===== src/sv/hrhc_pkg.sv =====
// Package for the HTTP request head checker.
// Holds parser state codes, status codes, character constants and the step result type.
// No dependencies.
package hrhc_pkg;

   localparam int LEN_BITS = 16;

   typedef enum logic [3:0] {
      ST_WORD1 = 4'd0,
      ST_SP1   = 4'd1,
      ST_WORD2 = 4'd2,
      ST_SP2   = 4'd3,
      ST_WORD3 = 4'd4,
      ST_LF    = 4'd5,
      ST_LINE  = 4'd6,
      ST_DONE  = 4'd7,
      ST_BAD   = 4'd8
   } parse_state_type;

   localparam logic [1:0] STATUS_MORE = 2'd0;
   localparam logic [1:0] STATUS_DONE = 2'd1;
   localparam logic [1:0] STATUS_BAD  = 2'd2;

   localparam logic [7:0] CH_SP = 8'h20;
   localparam logic [7:0] CH_CR = 8'h0D;
   localparam logic [7:0] CH_LF = 8'h0A;
   localparam logic [7:0] CH_HT = 8'h09;

   typedef struct packed {
      parse_state_type next_state;
      logic            simple_hit;
   } step_type;

endpackage


===== src/sv/hrhc_step.sv =====
// Byte classifier and next-state logic of the HTTP request head checker.
// Depends on hrhc_pkg.
module hrhc_step
   import hrhc_pkg::*;
(
   input  parse_state_type cur_state,
   input  logic [7:0]      data_byte,
   output step_type        step
);

   logic is_letter;
   logic is_sp;
   logic is_cr;
   logic is_lf;
   logic is_ht;

   assign is_letter = ((data_byte >= 8'h41) && (data_byte <= 8'h5A)) ||
                      ((data_byte >= 8'h61) && (data_byte <= 8'h7A));
   assign is_sp = (data_byte == CH_SP);
   assign is_cr = (data_byte == CH_CR);
   assign is_lf = (data_byte == CH_LF);
   assign is_ht = (data_byte == CH_HT);

   always_comb begin
      step.simple_hit = 1'b0;
      step.next_state = ST_BAD;
      unique case (cur_state)
         ST_WORD1: begin
            if (is_sp)          step.next_state = ST_SP1;
            else if (is_letter) step.next_state = ST_WORD1;
            else                step.next_state = ST_BAD;
         end
         ST_SP1: begin
            if (is_sp)                         step.next_state = ST_SP1;
            else if (is_cr || is_lf || is_ht)  step.next_state = ST_BAD;
            else                               step.next_state = ST_WORD2;
         end
         ST_WORD2: begin
            // LF inside the target ends a simple request line
            if (is_lf) begin
               step.next_state = ST_DONE;
               step.simple_hit = 1'b1;
            end else if (is_sp) begin
               step.next_state = ST_SP2;
            end else if (is_ht) begin
               step.next_state = ST_BAD;
            end else begin
               step.next_state = ST_WORD2;
            end
         end
         ST_SP2: begin
            if (is_sp)                         step.next_state = ST_SP2;
            else if (is_cr || is_lf || is_ht)  step.next_state = ST_BAD;
            else                               step.next_state = ST_WORD3;
         end
         ST_WORD3: begin
            if (is_lf)                step.next_state = ST_LF;
            else if (is_sp || is_ht)  step.next_state = ST_BAD;
            else                      step.next_state = ST_WORD3;
         end
         ST_LF: begin
            if (is_lf)      step.next_state = ST_DONE;
            else if (is_cr) step.next_state = ST_LF;
            else            step.next_state = ST_LINE;
         end
         ST_LINE: begin
            step.next_state = is_lf ? ST_LF : ST_LINE;
         end
         default: begin
            step.next_state = ST_BAD;
         end
      endcase
   end

endmodule


===== config.mk =====
export PLATFORM = sky130hd
export DESIGN_NAME = hrhc_step
export DESIGN_NICKNAME = d
export VERILOG_FILES = /design/src/sv/hrhc_pkg.sv /design/src/sv/hrhc_step.sv
export SDC_FILE = /design/constraint.sdc
export NUM_CORES = 1
export LEC_CHECK = 0
export ABC_AREA = 1
export BUFFER_PORTS_ARGS = -buffer_cell sky130_fd_sc_hd__buf_2
export CAP_MARGIN = 10
export CORE_AREA = 2 2 39 41
export DETAILED_ROUTE_END_ITERATION = 12
export DIE_AREA = 0 0 41 43
export PLACE_DENSITY_LB_ADDON = 0.15
export SETUP_SLACK_MARGIN = 0.15
export SYNTH_ARGS = -nofsm -noshare
export SYNTH_HDL_FRONTEND = slang
export SYNTH_SLANG_ARGS = --single-unit

===== constraint.sdc =====
create_clock -name vclk -period 3
set_clock_uncertainty 0.2 [all_clocks]
set_input_delay 0.3 -clock vclk [all_inputs]
set_output_delay 0.3 -clock vclk [all_outputs]
set_load 0.02 [all_outputs]

==> results of run 1 <==
area by class of cell:
type | count | area (µm²) | share of cell area, %
inverters | 18 | 67.6 | 13.1
multi-input cells | 67 | 343 | 66.5
well taps | 16 | 20.0 | 3.88
repair buffers | 17 | 85.1 | 16.5
critical path: stages:
cell and delay, ns:
buf_2 0.10, inv_1 0.06, nand2_1 0.08, nor2_4 0.15, nand2_1 0.10, nand2_1 0.10
inv_1 0.06, nand3_1 0.08, nand3_1 0.09, buf_2 0.17
power breakdown:
group | leakage, nW | internal, mW | switching (mW)
Clock | 0 | 0 | 0
Combinational | 0.300 | 0.0178 | 0.0320
Sequential | 0 | 0 | 0
logic make-up after synthesis:
logic type / synth area share [%]
AOI/OAI and AO/OA: 4.75
and+or+nand+nor: 76.6
buffers and inverters: 18.7
per-layer routing:
metal	vias to the layer above	routed length, µm
li1	304	-
met1	225	515
met2	6	465
met3	0	26
met4	0	0
met5	-	0
stage by stage:
stage | total power [mW] | util (%) | instances
after floorplan | 0.0329 | - | 86
after global placement | 0.0497 | 37.3 | 118
after detailed placement | 0.0497 | 37.3 | 118
after CTS | 0.0499 | 37.3 | 118
after global routing | 0.0565 | 37.3 | 118
final | 0.0497 | 37.3 | 118
cell usage in the layout, fill, tap and decap left out:
cell / Yosys / final
nand2_2: 3 / 3
nand3_1: 8 / 8
nor3_4: 1 / 1
inv_2: 6 / 6
nor3_2: 1 / 1
nor2_1: 9 / 9
nor3_1: 4 / 4
nand3_2: 1 / 1
nor2_2: 2 / 2
a21oi_1: 2 / 2
buf_2: 0 / 17
nand3b_1: 1 / 1
nand2_1: 27 / 27
nand4_1: 3 / 3
nor2_4: 3 / 3
o21ai_0: 2 / 2
inv_1: 12 / 12
final timing paths:
kind / start / end / slack [ns] / cells after the start
setup / recovery: data_byte[7] / step[2] / 1.20 / 10
hold / removal: cur_state[3] / step[4] / 0.83 / 6
==> results_dict.tcl, run 1 <==
set metrics [dict create \
    synth_most_common_cell "nand2_1" \
    gp_congestion 0.887 \
    grt_overflow 0 \
    wl_per_cell_um 8.53 \
    io_pins 17 \
    row_count 14 \
    wl_um 1010 \
    seq_cell_count 0 \
    start_kind "input pin" \
    synth_top_area_cell "nand2_1" \
    postSynthNetCount 98 \
    via_per_inst 4.53 \
    max-cap-violations 0 \
    num_antenna_cells 0 \
    grt.busiest_layer "met2" \
    yosysWarnings 0 \
    finalSetupTns_ns 0 \
    io_buffers 17 \
    antenna_found_initial 0 \
    place_ws_ns 1.22 \
    syn-cell-area_um2 422 \
    postCtsHoldBufs 0 \
    drive_gt1_share_pct 33.3 \
    slew_headroom_pct 83.2 \
    clkbuf_count 0 \
    min_path_type "input pin to output pin" \
    grt_pass1_vias 467 \
    nets 116 \
    place_hpwl_um 861 \
    fmax_mhz 556 \
    synth.top_cell.area_share_pct 24.0 \
    place_area_um2 515 \
    met3_usage_pct 0 \
    grt_pass1_wl_um 1830 \
    die_w_um 41 \
    die_height_um 43 \
    worst_slack_ns 1.20 \
    final_cell_area_um2 515 \
    arrival_ns 1.30 \
    finalHoldWorstSlack_ns 0.834 \
    drtIter0Drc 11 \
    period_share_pct 60.0 \
    synth.distinct_cells 17 \
    ctsResizeCount 0 \
    required_ns 2.50 \
    finalSetupViolations 0 \
    cts_setup_buffers 0 \
    crit_fanout 3 \
    postSynthCellCount 86 \
    grt_max_degree 9 \
    initial_utilization_pct 30.5 \
    use_met2_pct 22.2 \
    hold_viol_final 0 \
    drc 0 \
    status "complete, no violations" \
    yosys-top-cells-count "27 x nand2_1, 12 x inv_1, 9 x nor2_1, 8 x nand3_1, 6 x inv_2" \
    drv_slew 0 \
    worst_slew_pin_slew_ns 0.250 \
    grt_use_met1_pct 20.6 \
    critPathCaptureType "output pin" \
    path_class "input pin to output pin" \
    seqCellArea_um2 0 \
    synthToLayoutAreaGrowth_pct 22.3 \
    num-fill-cells 176 \
    num_vias 535 \
    rsz0062_at_grt "false" \
    avgSynthCellArea_um2 4.90 \
    firstDrtPassIters 4 \
    core_area_um2 1380 \
    grt.total_usage_pct 13.6 \
    ir_drop_v 0.0000280 \
    period_minus_slack_ns 1.80 \
    antenna_left 0 \
    power.leakage_nw 0.300 \
    p_per_area_nw_per_um2 96.4 \
    yosys-top-cells-area "nand2_1 24%, inv_1 11%, nand3_1 9.5%" \
    ys_seq_area_share_pct 0 \
    die_area_um2 1760 \
]
(Power assumes the default switching activity.)
==> run 2, diff against run 1 <==
==> constraint.sdc (replaced) <==
create_clock -name vclk -period 1.52
set_clock_uncertainty 0.2 [all_clocks]
set_input_delay 0.152 -clock vclk [all_inputs]
set_output_delay 0.152 -clock vclk [all_outputs]
set_load 0.02 [all_outputs]
==> results_dict.tcl, run 2 (synthesis results as in run 1) <==
set metrics [dict create \
    min_path_type "input pin to output pin" \
    required_ns 1.17 \
    utilization_pct 54.2 \
    min_from "cur_state[3]" \
    power_uw 161 \
    io_buffers 17 \
    drive_gt1_share_pct 56.5 \
    hold_viol_final 0 \
    row_count 14 \
    clkbuf_count 0 \
    firstDrtPassIters 4 \
    grt_pass1_vias 476 \
    seqCellArea_um2 0 \
    grt_max_degree 9 \
    antenna_found_initial 0 \
    die_area_um2 1760 \
    drc 0 \
    num_antenna_cells 0 \
    gp_congestion 0.869 \
    min_to "step[4]" \
    synthToLayoutAreaGrowth_pct 77.7 \
    grt.total_usage_pct 14.7 \
    finalSetupTns_ns 0 \
    num_vias 600 \
    max-cap-violations 0 \
    wl_um 1220 \
    die_height_um 43 \
    final_common_cell "nand2_1" \
    drv_slew 0 \
    fmax_mhz 699 \
    crit_fanout 4 \
    place_hpwl_um 889 \
    nets 122 \
    final_cell_mix "20 x nand2_1, 12 x buf_6, 8 x nand3_1" \
    grt_overflow 0 \
    core_area_um2 1380 \
    slew_headroom_pct 83.2 \
    initial_utilization_pct 30.5 \
    antenna_left 0 \
    ir_drop_v 0.000106 \
    critPathCaptureType "output pin" \
    status "complete, no violations" \
    io_pins 17 \
    rsz0062_at_grt "true" \
    via_per_inst 4.84 \
    path_class "input pin to output pin" \
    drtIter0Drc 10 \
    min_path_cells 6 \
    start_kind "input pin" \
    p_per_area_nw_per_um2 215 \
    postCtsHoldBufs 0 \
    arrival_ns 1.08 \
    period_share_pct 94.1 \
    seq_cell_count 0 \
    grt_pass1_wl_um 1900 \
    worst_slew_pin_slew_ns 0.251 \
    die_w_um 41 \
    finalSetupViolations 0 \
    wl_per_cell_um 9.84 \
    period_minus_slack_ns 1.43 \
    power.leakage_nw 0.375 \
]
run 2: cell types whose count changed in the layout (fill, tap and decap cells not counted), moves of 4 or more:
cell     previous run  this run
buf_6               0        12
inv_4               0         7
buf_4               0         7
nand2_2             3         7
inv_1              12         4
buf_2              17         1
nand2_1            27        20
run 2: metal layers:
metal	GRT usage (%)	vias up	share of wire, %
met4	0	0	0.66
met2	27.5	12	54
met3	0	2	3.2
met5	0	-	0
li1	-	316	-
met1	18.8	270	42
run 2: timing repair:
| item | CTS | global route |
|---|---|---|
| setup buffers | 1 | 3 |
| resized for setup | 35 | 27 |
| endpoints found under the setup margin | 5 | 5 |
| pin swaps | 14 | 14 |
run 2: where the power goes:
part	switching [mW]	total, mW	internal, mW	leakage, nW
registers	0	0	0	0
clock network	0	0	0	0
logic	0.0850	0.161	0.0761	0.375
total	0.0850	0.161	0.0761	0.375
run 2: critical path, stage by stage:
cell	delay [ns]
buf_8	0.10
inv_6	0.05
nand2_4	0.04
nor2_4	0.14
nand2_2	0.11
nand2_1	0.09
inv_1	0.07
nand3_1	0.09
nand3_1	0.09
buf_6	0.14
run 2: metrics by stage:
step / setup WS [ns] / std cells / hold slack [ns] / area [µm²]
2_1_floorplan: 0.291 / 86 / 0.300 / 422
3_3_place_gp: 0.00622 / 120 / 0.544 / 531
3_5_place_dp: 0.0229 / 120 / 0.542 / 531
4_1_cts: 0.104 / 121 / 0.531 / 647
5_1_grt: 0.0276 / 124 / 0.525 / 749
6_report: 0.0892 / 124 / 0.476 / 749
run 2: worst max-delay path by stage:
stage	from	end	slack, ns	cells past startpoint
after global placement	cur_state[3]	step[3]	0.006	9
after global routing	data_byte[2]	step[4]	0.03	9
final	data_byte[4]	step[2]	0.09	10
after CTS	data_byte[4]	step[2]	0.10	10
after detailed placement	data_byte[7]	step[3]	0.02	11
after floorplan	data_byte[1]	step[4]	0.29	9
run 2: final cells by class:
class	instances	area, µm²
multi-input cells	67	409
repair buffers	23	230
well taps	16	20.0
fillers	150	634
inverters	18	90.1
